**src/rtl/jhd_pkg.sv**
```systemverilog
// ----------------------------------------------------------------------------
// jhd_pkg
// Shared types and constants for the JPEG canonical Huffman decoder.
// ----------------------------------------------------------------------------
package jhd_pkg;

  localparam int NUM_LENGTHS = 16;
  localparam int STORE_DEPTH = 256;
  localparam int MAX_SYMBOLS = 256;

  localparam logic [1:0] OP_CLEAR = 2'd0;
  localparam logic [1:0] OP_BYTE  = 2'd1;
  localparam logic [1:0] OP_BIT   = 2'd2;

  localparam logic [2:0] ST_SYMBOL     = 3'd0;
  localparam logic [2:0] ST_TABLE_DONE = 3'd1;
  localparam logic [2:0] ST_BAD_CODE   = 3'd2;
  localparam logic [2:0] ST_OVERFLOW   = 3'd3;
  localparam logic [2:0] ST_NOT_LOADED = 3'd4;

  typedef struct packed {
    logic [1:0] opcode;
    logic [7:0] table_byte;
    logic       code_bit;
  } in_t;

  typedef struct packed {
    logic [2:0] status;
    logic [7:0] symbol;
    logic [4:0] code_length;
    logic [8:0] bytes_read;
  } out_t;

  typedef enum logic [1:0] {
    K_CLEAR,
    K_BYTE,
    K_BIT
  } kind_t;

  typedef struct packed {
    kind_t      kind;
    logic [7:0] data;
    logic       bit_v;
  } cmd_t;

endpackage

```
**src/rtl/jpeg_huffman_decoder_core.sv**
```systemverilog
// ----------------------------------------------------------------------------
// jpeg_huffman_decoder_core
// JPEG canonical Huffman decoder: table load and bit-serial symbol decode.
// ----------------------------------------------------------------------------
// Input channel (in_valid/in_stall/in_data): one command per transfer:
//   clear table, table byte (16 counts then the symbols) or one code bit.
// Output channel (out_valid/out_stall/out_data): at most one result per
//   command: symbol, table complete, bad code, table overflow, not loaded.
// Throughput: one command per cycle while out_stall holds no result. The
//   canonical ranges are built one length per count byte, and each code
//   bit costs one range compare, plus one read of the symbol RAM when it
//   completes a symbol. An accepted command is queued, then executed at the
//   queue head; its result is registered and presented from then on.
// in_stall rises when the two-entry command queue is full. While out_stall
//   holds a pending result, execution pauses and the queue fills.
// Reset (rst_n low, synchronous) empties the queue and output and clears
//   the load and decode state; the symbol RAM keeps its contents and is
//   only read at entries written by the current load.
// ----------------------------------------------------------------------------
module jpeg_huffman_decoder_core (
  input  logic          clk,
  input  logic          rst_n,
  input  logic          in_valid,
  output logic          in_stall,
  input  jhd_pkg::in_t  in_data,
  output logic          out_valid,
  input  logic          out_stall,
  output jhd_pkg::out_t out_data
);

  logic          q_valid;
  logic          q_pop;
  jhd_pkg::cmd_t q_cmd;

  jhd_front u_front (
    .clk      (clk),
    .rst_n    (rst_n),
    .in_valid (in_valid),
    .in_stall (in_stall),
    .in_data  (in_data),
    .q_valid  (q_valid),
    .q_cmd    (q_cmd),
    .q_pop    (q_pop)
  );

  jhd_back u_back (
    .clk       (clk),
    .rst_n     (rst_n),
    .q_valid   (q_valid),
    .q_cmd     (q_cmd),
    .q_pop     (q_pop),
    .out_valid (out_valid),
    .out_stall (out_stall),
    .out_data  (out_data)
  );

endmodule

```
**src/rtl/jhd_front.sv**
```systemverilog
// ----------------------------------------------------------------------------
// jhd_front
// Accepts input transfers, decodes the opcode and queues commands (2 deep).
// ----------------------------------------------------------------------------
module jhd_front (
  input  logic          clk,
  input  logic          rst_n,
  input  logic          in_valid,
  output logic          in_stall,
  input  jhd_pkg::in_t  in_data,
  output logic          q_valid,
  output jhd_pkg::cmd_t q_cmd,
  input  logic          q_pop
);

  jhd_pkg::cmd_t slot_r [2];
  logic          wr_ptr_r, wr_ptr_nxt;
  logic          rd_ptr_r, rd_ptr_nxt;
  logic [1:0]    count_r, count_nxt;
  jhd_pkg::cmd_t cmd;
  logic          keep;
  logic          push;

  always_comb begin
    cmd.data  = in_data.table_byte;
    cmd.bit_v = in_data.code_bit;
    cmd.kind  = jhd_pkg::K_CLEAR;
    keep      = 1'b1;
    unique case (in_data.opcode)
      jhd_pkg::OP_CLEAR: cmd.kind = jhd_pkg::K_CLEAR;
      jhd_pkg::OP_BYTE:  cmd.kind = jhd_pkg::K_BYTE;
      jhd_pkg::OP_BIT:   cmd.kind = jhd_pkg::K_BIT;
      default:           keep = 1'b0;
    endcase
  end

  assign in_stall = (count_r == 2'd2);
  assign push     = in_valid && !in_stall && keep;
  assign q_valid  = (count_r != 2'd0);
  assign q_cmd    = slot_r[rd_ptr_r];

  always_comb begin
    wr_ptr_nxt = wr_ptr_r ^ push;
    rd_ptr_nxt = rd_ptr_r ^ q_pop;
    count_nxt  = count_r + {1'b0, push} - {1'b0, q_pop};
  end

  always_ff @(posedge clk) begin
    if (!rst_n) begin
      wr_ptr_r <= 1'b0;
      rd_ptr_r <= 1'b0;
      count_r  <= 2'd0;
    end else begin
      wr_ptr_r <= wr_ptr_nxt;
      rd_ptr_r <= rd_ptr_nxt;
      count_r  <= count_nxt;
    end
  end

  always_ff @(posedge clk) begin
    if (push) begin
      slot_r[wr_ptr_r] <= cmd;
    end
  end

endmodule

```
**src/rtl/jhd_back.sv**
```systemverilog
// ----------------------------------------------------------------------------
// jhd_back
// Executes commands: table load with incremental canonical range build,
// bit-serial decode, symbol store and the output register.
// ----------------------------------------------------------------------------
module jhd_back (
  input  logic          clk,
  input  logic          rst_n,
  input  logic          q_valid,
  input  jhd_pkg::cmd_t q_cmd,
  output logic          q_pop,
  output logic          out_valid,
  input  logic          out_stall,
  output jhd_pkg::out_t out_data
);

  logic [7:0]  cnt_r   [jhd_pkg::NUM_LENGTHS];
  logic [16:0] first_r [jhd_pkg::NUM_LENGTHS];
  logic [8:0]  offs_r  [jhd_pkg::NUM_LENGTHS];
  logic [7:0]  sym_mem [jhd_pkg::STORE_DEPTH];

  logic [8:0]  pos_r, pos_nxt;
  logic [17:0] code_r, code_nxt;
  logic [11:0] total_r, total_nxt;
  logic        over_r, over_nxt;
  logic        ready_r, ready_nxt;
  logic        failed_r, failed_nxt;
  logic [15:0] acc_r, acc_nxt;
  logic [4:0]  len_r, len_nxt;

  logic        ov_r;
  logic [2:0]  ost_r;
  logic [4:0]  olen_r;
  logic [8:0]  obytes_r;
  logic        osym_r;
  logic [7:0]  rdata_r;

  logic        fire;
  logic        res_v;
  logic [2:0]  res_st;
  logic [4:0]  res_len;
  logic [8:0]  res_bytes;
  logic        res_sym;

  logic        cnt_we;
  logic        mem_we;
  logic [7:0]  mem_waddr;
  logic        mem_re;
  logic [7:0]  mem_raddr;

  logic [3:0]  cidx;
  logic [17:0] sum;
  logic [17:0] limit;
  logic [11:0] total_add;
  logic        over_now;
  logic [8:0]  pos_inc;
  logic [15:0] acc_sh;
  logic [4:0]  len_inc;
  logic [3:0]  didx;
  logic [17:0] diff;
  logic        hit;

  assign fire  = q_valid && (!ov_r || !out_stall);
  assign q_pop = fire;

  always_comb begin
    cidx      = pos_r[3:0];
    sum       = code_r + {10'd0, q_cmd.data};
    limit     = 18'd2 << cidx;
    total_add = total_r + {4'd0, q_cmd.data};
    over_now  = over_r || (sum > limit);
    pos_inc   = pos_r + 9'd1;
    acc_sh    = {acc_r[14:0], q_cmd.bit_v};
    len_inc   = len_r + 5'd1;
    didx      = len_r[3:0];
    diff      = {2'b00, acc_sh} - {1'b0, first_r[didx]};
    hit       = (cnt_r[didx] != 8'd0) && !diff[17] && (diff[16:0] < {9'd0, cnt_r[didx]});
    mem_raddr = offs_r[didx][7:0] + diff[7:0];
    mem_waddr = pos_r[7:0] - 8'd16;
  end

  always_comb begin
    pos_nxt    = pos_r;
    code_nxt   = code_r;
    total_nxt  = total_r;
    over_nxt   = over_r;
    ready_nxt  = ready_r;
    failed_nxt = failed_r;
    acc_nxt    = acc_r;
    len_nxt    = len_r;
    res_v      = 1'b0;
    res_st     = jhd_pkg::ST_SYMBOL;
    res_len    = 5'd0;
    res_bytes  = 9'd0;
    res_sym    = 1'b0;
    cnt_we     = 1'b0;
    mem_we     = 1'b0;
    mem_re     = 1'b0;
    if (fire) begin
      unique case (q_cmd.kind)
        jhd_pkg::K_CLEAR: begin
          pos_nxt    = 9'd0;
          code_nxt   = 18'd0;
          total_nxt  = 12'd0;
          over_nxt   = 1'b0;
          ready_nxt  = 1'b0;
          failed_nxt = 1'b0;
          acc_nxt    = 16'd0;
          len_nxt    = 5'd0;
        end
        jhd_pkg::K_BYTE: begin
          if (!ready_r && !failed_r) begin
            pos_nxt = pos_inc;
            if (pos_r < 9'(jhd_pkg::NUM_LENGTHS)) begin
              cnt_we    = 1'b1;
              code_nxt  = {sum[16:0], 1'b0};
              total_nxt = total_add;
              over_nxt  = over_now;
              if (cidx == 4'(jhd_pkg::NUM_LENGTHS - 1)) begin
                if (over_now || (total_add > 12'(jhd_pkg::MAX_SYMBOLS))) begin
                  failed_nxt = 1'b1;
                  res_v      = 1'b1;
                  res_st     = jhd_pkg::ST_OVERFLOW;
                  res_bytes  = pos_inc;
                end else if (total_add == 12'd0) begin
                  ready_nxt = 1'b1;
                  res_v     = 1'b1;
                  res_st    = jhd_pkg::ST_TABLE_DONE;
                  res_bytes = pos_inc;
                end
              end
            end else begin
              mem_we = 1'b1;
              if (pos_inc == 9'(jhd_pkg::NUM_LENGTHS) + total_r[8:0]) begin
                ready_nxt = 1'b1;
                res_v     = 1'b1;
                res_st    = jhd_pkg::ST_TABLE_DONE;
                res_bytes = pos_inc;
              end
            end
          end
        end
        jhd_pkg::K_BIT: begin
          res_v = 1'b1;
          if (!ready_r) begin
            res_st = jhd_pkg::ST_NOT_LOADED;
          end else if (hit) begin
            mem_re  = 1'b1;
            res_st  = jhd_pkg::ST_SYMBOL;
            res_sym = 1'b1;
            res_len = len_inc;
            acc_nxt = 16'd0;
            len_nxt = 5'd0;
          end else if (len_inc >= 5'(jhd_pkg::NUM_LENGTHS)) begin
            res_st  = jhd_pkg::ST_BAD_CODE;
            res_len = len_inc;
            acc_nxt = 16'd0;
            len_nxt = 5'd0;
          end else begin
            res_v   = 1'b0;
            acc_nxt = acc_sh;
            len_nxt = len_inc;
          end
        end
        default: begin
          res_v = 1'b0;
        end
      endcase
    end
  end

  always_ff @(posedge clk) begin
    if (!rst_n) begin
      pos_r    <= 9'd0;
      code_r   <= 18'd0;
      total_r  <= 12'd0;
      over_r   <= 1'b0;
      ready_r  <= 1'b0;
      failed_r <= 1'b0;
      acc_r    <= 16'd0;
      len_r    <= 5'd0;
      ov_r     <= 1'b0;
    end else begin
      pos_r    <= pos_nxt;
      code_r   <= code_nxt;
      total_r  <= total_nxt;
      over_r   <= over_nxt;
      ready_r  <= ready_nxt;
      failed_r <= failed_nxt;
      acc_r    <= acc_nxt;
      len_r    <= len_nxt;
      if (fire && res_v) begin
        ov_r <= 1'b1;
      end else if (!out_stall) begin
        ov_r <= 1'b0;
      end
    end
  end

  always_ff @(posedge clk) begin
    if (fire && res_v) begin
      ost_r    <= res_st;
      olen_r   <= res_len;
      obytes_r <= res_bytes;
      osym_r   <= res_sym;
    end
    if (cnt_we) begin
      cnt_r[cidx]   <= q_cmd.data;
      first_r[cidx] <= code_r[16:0];
      offs_r[cidx]  <= total_r[8:0];
    end
  end

  always_ff @(posedge clk) begin
    if (mem_we) begin
      sym_mem[mem_waddr] <= q_cmd.data;
    end
  end

  always_ff @(posedge clk) begin
    if (mem_re) begin
      rdata_r <= sym_mem[mem_raddr];
    end
  end

  assign out_valid            = ov_r;
  assign out_data.status      = ost_r;
  assign out_data.symbol      = osym_r ? rdata_r : 8'd0;
  assign out_data.code_length = olen_r;
  assign out_data.bytes_read  = obytes_r;

endmodule

```
**config.mk**
```make
export PLATFORM = sky130hd
export DESIGN_NAME = jpeg_huffman_decoder_core
export DESIGN_NICKNAME = d
export VERILOG_FILES = /design/src/rtl/jhd_pkg.sv /design/src/rtl/jpeg_huffman_decoder_core.sv /design/src/rtl/jhd_front.sv /design/src/rtl/jhd_back.sv
export SDC_FILE = /design/constraint.sdc
export NUM_CORES = 2
export LEC_CHECK = 0
export ABC_CLOCK_PERIOD_IN_PS = 12900
export BUFFER_PORTS_ARGS = -buffer_cell sky130_fd_sc_hd__buf_2
export CORE_ASPECT_RATIO = 0.7
export CORE_MARGIN = 4
export CORE_UTILIZATION = 45
export DETAILED_ROUTE_END_ITERATION = 10
export GPL_TIMING_DRIVEN = 0
export HOLD_SLACK_MARGIN = 0.06
export PLACE_DENSITY = 0.65
export SLEW_MARGIN = 5
export SYNTH_ARGS = -nofsm -noshare
export SYNTH_HDL_FRONTEND = slang
export SYNTH_SLANG_ARGS = --single-unit
```
**constraint.sdc**
```tcl
create_clock -name clk -period 12.9 [get_ports clk]
set_clock_uncertainty 0.2 [all_clocks]
set_input_delay 2.58 -clock clk [delete_from_list [all_inputs] [get_ports clk]]
set_output_delay 2.58 -clock clk [all_outputs]
set_load 0.005 [all_outputs]
```
== Word level (Yosys, flattened, before mapping) ==
Memory sizes are Yosys's and may differ from the RTL's. A register that Yosys moved wholly into a read port is not among the register bits.
Cells that the tools add are included.
Storage, ports and cells
  register bits: 85
  memories kept: 5
  output and inout bits: 27
  bits of input ports: 15
  RAM bits: 2614
Memories
  u_back.sym_mem: depth 256, bits a word 8, read ports 1, clocked after Yosys merged registers in 1, write ports 1, line jhd_back.sv:20  | logic [7:0] sym_mem [jhd_pkg::STORE_DEPTH];
  u_back.first_r: depth 16, bits a word 17, read ports 1, clocked after Yosys merged registers in 1, write ports 1, line jhd_back.sv:18  | logic [16:0] first_r [jhd_pkg::NUM_LENGTHS];
  u_back.offs_r: depth 16, bits a word 9, read ports 1, clocked after Yosys merged registers in 1, write ports 1, line jhd_back.sv:19  | logic [8:0] offs_r [jhd_pkg::NUM_LENGTHS];
  u_back.cnt_r: depth 16, bits a word 8, read ports 1, clocked after Yosys merged registers in 1, write ports 1, line jhd_back.sv:17  | logic [7:0] cnt_r [jhd_pkg::NUM_LENGTHS];
  u_front.slot_r: depth 2, bits a word 11, read ports 1, clocked after Yosys merged registers in 1, write ports 1, line jhd_front.sv:16  | jhd_pkg::cmd_t slot_r [2];
Operators by class
  mux-type cells: 89
  shift-type cells: 1
  $add $sub $neg: 10
  reduce and logical (&&, ||, !) cells: 31
  order comparisons: 5
  bitwise operators: 2
  equal/unequal tests: 17
Operators with widths (number)
  $mux W9: 6
  $mux W1: 46
  $mux W15: 3
  $mux W18: 2
  $pmux W18 S2: 1
  $pmux W15 S2: 1
  $mux W5: 5
  $mux W12: 2
  $mux W4: 6
  $pmux W12 S2: 1
  $add A18 B8 Y18: 1
  $gt A18 B18 Y1: 1
  $mux W3: 6
  $pmux W9 S2: 1
  $shl A2 B4 Y18 const A: 1
  $sub A16 B17 Y18: 1
  $lt A17 B8 Y1: 1
  $add A12 B8 Y12: 1
  $gt A12 B9 Y1 const B: 1
  $logic_not A12 Y1: 1
  $ne A2 B1 Y1 const B: 6
  $reduce_and A3 Y1: 4
  $pmux W5 S2: 1
  $add A5 B9 Y9 const A: 1
  other kinds (30): 55

== Longest topological paths before layout ==
  depth in word-level cells: 12
  gate-level depth with buffers: 24

== By module ==
From an unflattened synthesis, not the netlist that was laid out.
Second synthesis, totals
  cells, all modules: 4828
  area total of the unflattened synthesis: 105990.4 um^2
Modules (own cells, without submodules)
  jhd_back: cells an instance 4768, instances 1, seq. area each 78975.7 um^2, area each 104930.6 um^2
  jhd_front: cells an instance 60, instances 1, seq. area each 760.7 um^2, area each 1059.8 um^2

== Least setup slack after synthesis ==
No wires, ideal clock.
  path type: register -> register
  start: register (tool-made name)
  end: register u_back.obytes_r[0] (enable)
  data arrival time: 7.650 ns
  stages on the path, launching flop included: 23
  clock period less this slack: 8.229 ns
  setup time: 0.378 ns
  path slack: 4.671 ns
  cells stage by stage: dfxtp_1 > clkbuf_1 > mux2i_1 > inv_1 > ha_1 > a21o_1 > a21oi_1 > o21bai_1 > a21oi_1 > o21bai_1 > a21oi_1 > and3b_1 > xor2_1 > ha_1 > nand2_1 > nor2_1 > a21oi_1 > a21oi_1 > a2111o_1 > a211o_1 > o311a_1 > o21ai_1 > nand2_1
RTL lines
  end signal, assigned: line jhd_back.sv:204  | obytes_r <= res_bytes;
  end, declared: line jhd_back.sv:34  | logic [8:0] obytes_r;

==> results by group <==
Synthesis
  – Register bit total from synthesis: between 2000 and 3000
  – Ys Warns: 0
  – Distinct cells, synth: 74
  – Syn Area/Cell: ~22 µm²
  – Number of synthesized flops with an enable pin: roughly 2600
  – Synth Flop Type: edfxtp_1
  – Post-synthesis cell count: roughly 4900
  – Mapped Area: approximately 0.11 mm²
  – Sequential fraction of the synthesis area: 0.7538
  – Post-Syn Nets: 4954
  – Ys async rst share: 0

Timing
  – Final hold vios: 0
  – Max Slew Vio Count: 0
  – F_max: between 100 and 150 MHz
  – Fin crit period: roughly 9.7 ns
  – Final period util: 0.7558
  – Setup_tns: 0 ns
  – Worst hold margin: just under 0.3 ns
  – Tightest Pin Transition: approximately 1.4 ns
  – Slew headroom: 0.06481
  – Fin worst setup slack: 3.151 ns
  – Final setup viols: 0
  – RSZ-0062 raised after global routing: false

CTS
  – CTS Hold Bufs: 0
  – CTS sink cnt: 2679
  – Number of setup buffers added after CTS: 0
  – Htree depth: 4
  – Clk_lat worst skew: 0.87 ns
  – CTS buffer count: approximately 250
  – Clock root cell: clkbuf_16
  – CTS tree: yes
  – Max clock buf depth: 4
  – Gates resized, CTS repair: 0
  – Clock-pin slew on the worst setup and hold paths: 0.07 ns

GRT
  – Vias in the first global route: approximately 51000
  – Grt peak-use layer: met1
  – Initial antenna violation count: 13
  – Gr usage total: 0.2251
  – Routing usage on met1: 0.3594
  – First-pass GRT wire length: about 390000 µm
  – Grt ovf: 0
  – GR Layer Usage met3: 0.06119
  – Pin count of the biggest net entering global routing: 147
  – Met2 usage in global routing: 0.3078

Route
  – Routed Antenna Nets: 0
  – Final wirelength: between 200000 and 300000 µm
  – Drt first pass iters: 5
  – Routed vias: around 53000
  – Initial DRC Count: between 8000 and 9000
  – Vias per inst: about 6.2
  – DRC: 0
  – Wire per inst: between 30 and 40 µm

Pwr
  – PwrDens: about 220 mW/mm²
  – Pleak: ~0.037 µW
  – Max VDD drop: ~0.15 mV

Placed design
  – Pre-CTS setup slack: between 3 and 4 ns
  – Port bufs: 41
  – GP Congestion: roughly 0.86
  – Post-DP HPWL: roughly 180000 µm

Worst setup path
  – CP Max Fanout: 10
  – Crit start category: register
  – WS Path Type: register to register
  – Crit end category: register
  – Worst Path Arrival: ~10 ns
  – Critical Path RT: ~13 ns

Worst hold path
  – Worst Hold Class: register to register

Floorplan
  – Die width: roughly 600 µm
  – IO Pins: 42
  – Core region area: 0.2331 mm²
  – Initial Utilization: 0.4537
  – Die area: about 0.24 mm²
  – Rows: between 100 and 150
  – Die H: 413.6 µm

Run
  – Max Cap Viol: 0

Final layout
  – Area delta synth->final: 12.59%
  – Fin nets: about 5300
  – Filler instances: between 15000 and 20000
  – Share of cells above drive strength 1: 0.2444

Outcome
  – Status: finished clean
## cell usage in the layout, fill, tap and decap left out, types with 13 or more instances in the layout
master / synthesis / final
clkinv_2: 0 / 41
and2_1: 14 / 14
xor2_1: 22 / 22
clkbuf_1: 183 / 216
nor2_1: 385 / 373
ha_1: 75 / 75
xnor2_1: 34 / 31
nor2b_1: 17 / 17
a22oi_1: 21 / 21
dfxtp_1: 71 / 71
a22o_1: 14 / 14
clkbuf_16: 0 / 251
edfxtp_1: 2608 / 2608
o21ai_0: 13 / 13
mux4_2: 789 / 789
buf_2: 11 / 55
nand4_1: 13 / 13
a21oi_1: 50 / 50
buf_1: 57 / 51
clkinv_1: 0 / 46
nor2_4: 1 / 13
nor3_1: 15 / 15
bufinv_16: 0 / 25
nand3_1: 39 / 39
nand2_1: 64 / 64
mux2i_1: 133 / 133
buf_12: 0 / 17
inv_1: 46 / 45
buf_16: 0 / 28
a32oi_1: 15 / 15
clkbuf_2: 0 / 29
## registers in the layout, summed over array words and instances (netlist names), named ones only
register          count
u_back.acc_r         15
u_back.cnt_r        128
u_back.code_r        17
u_back.failed_r       1
u_back.first_r      256
u_back.len_r          5
u_back.obytes_r       9
u_back.offs_r       128
u_back.olen_r         5
u_back.ost_r          3
u_back.osym_r         1
u_back.out_valid      1
u_back.over_r         1
u_back.pos_r          9
u_back.rdata_r        8
u_back.ready_r        1
u_back.sym_mem     2048
u_back.total_r       12
u_front.count_r       2
u_front.rd_ptr_r      1
u_front.slot_r       22
u_front.wr_ptr_r      1
## power breakdown
group / internal [µW] / total [µW] / switching, µW
registers: 10300 / 10400 / 81.8
clock network: 4080 / 7220 / 3140
logic: 3040 / 7980 / 4940
total: 17500 / 25600 / 8160
## worst paths after layout
path         depth (start not counted)           endpoint       startpoint  slack, ns
max                                 17  u_back.rdata_r[3]         register       3.15
min reg2reg                          2    u_back.failed_r  u_back.failed_r       0.29
min                                  2    u_back.failed_r  u_back.failed_r       0.29
max reg2reg                         17  u_back.rdata_r[3]         register       3.15
## per-layer routing
| metal | up-vias | part of all wire |
|---|---|---|
| li1 | 20999 | - |
| met1 | 28395 | 0.43 |
| met2 | 3056 | 0.42 |
| met3 | 370 | 0.12 |
| met4 | 4 | 0.023 |
| met5 | - | 0.000098 |
## per-stage QoR
stage | area (µm²) | power (µW) | util | cells
global route | 119100 | 26440 | 0.5107 | 8464
detailed placement | 111200 | 18510 | 0.4771 | 8022
finish | 119100 | 25620 | 0.5109 | 8475
floorplan | 105800 | 15310 | - | 4860
CTS | 119100 | 25650 | 0.5107 | 8464
global placement | 109800 | 18480 | 0.4711 | 7976
## cell usage after synthesis, drive strengths merged, types with 21 or more instances
cell type	instances	area share
a21oi	52	0.0025
a22oi	21	0.0015
buf	78	0.0036
clkbuf	183	0.0065
dfxtp	71	0.013
edfxtp	2608	0.74
ha	75	0.0089
inv	46	0.0016
mux2i	133	0.013
mux4	789	0.17
nand2	64	0.0023
nand3	39	0.0018
nor2	391	0.014
xnor2	35	0.0031
xor2	22	0.0018
## area by class of cell
type                    instances  area (µm²)  area share
plain buffers                 261        1105    0.009276
well taps                    3075        3847     0.03230
diodes                         11       27.53   0.0002311
flip-flops and latches       2679       79740      0.6695
inverters                      46       180.2    0.001513
repair buffers                 87        1331     0.01118
multi-input cells            1874       25030      0.2101
clock inverters               127        1275     0.01071
clock buffers                 315        6571     0.05517
## critical path: stages (launching register included)
cell,delay (ns)
dfxtp_1,0.34
buf_2,0.26
buf_1,0.72
clkbuf_1,0.60
clkbuf_1,0.75
mux4_2,0.44
mux4_2,0.48
ha_1,0.32
fa_1,0.52
clkbuf_1,0.56
clkbuf_1,0.99
clkbuf_1,1.08
mux4_2,0.48
mux4_2,0.51
mux2i_1,0.38
mux2i_1,0.16
mux2i_1,0.48
mux2i_1,0.14
## cells by family after synthesis
family                   synth area share
AND/OR/NAND/NOR                   0.02524
buffers and inverters             0.01170
multiplexers                       0.1815
XOR/XNOR                         0.004897
flip-flops                         0.7538
AO/OA/AOI/OAI                     0.01319
adder cells (fa/ha/maj)          0.009628
No activity file was read; power rests on OpenSTA's default activity.
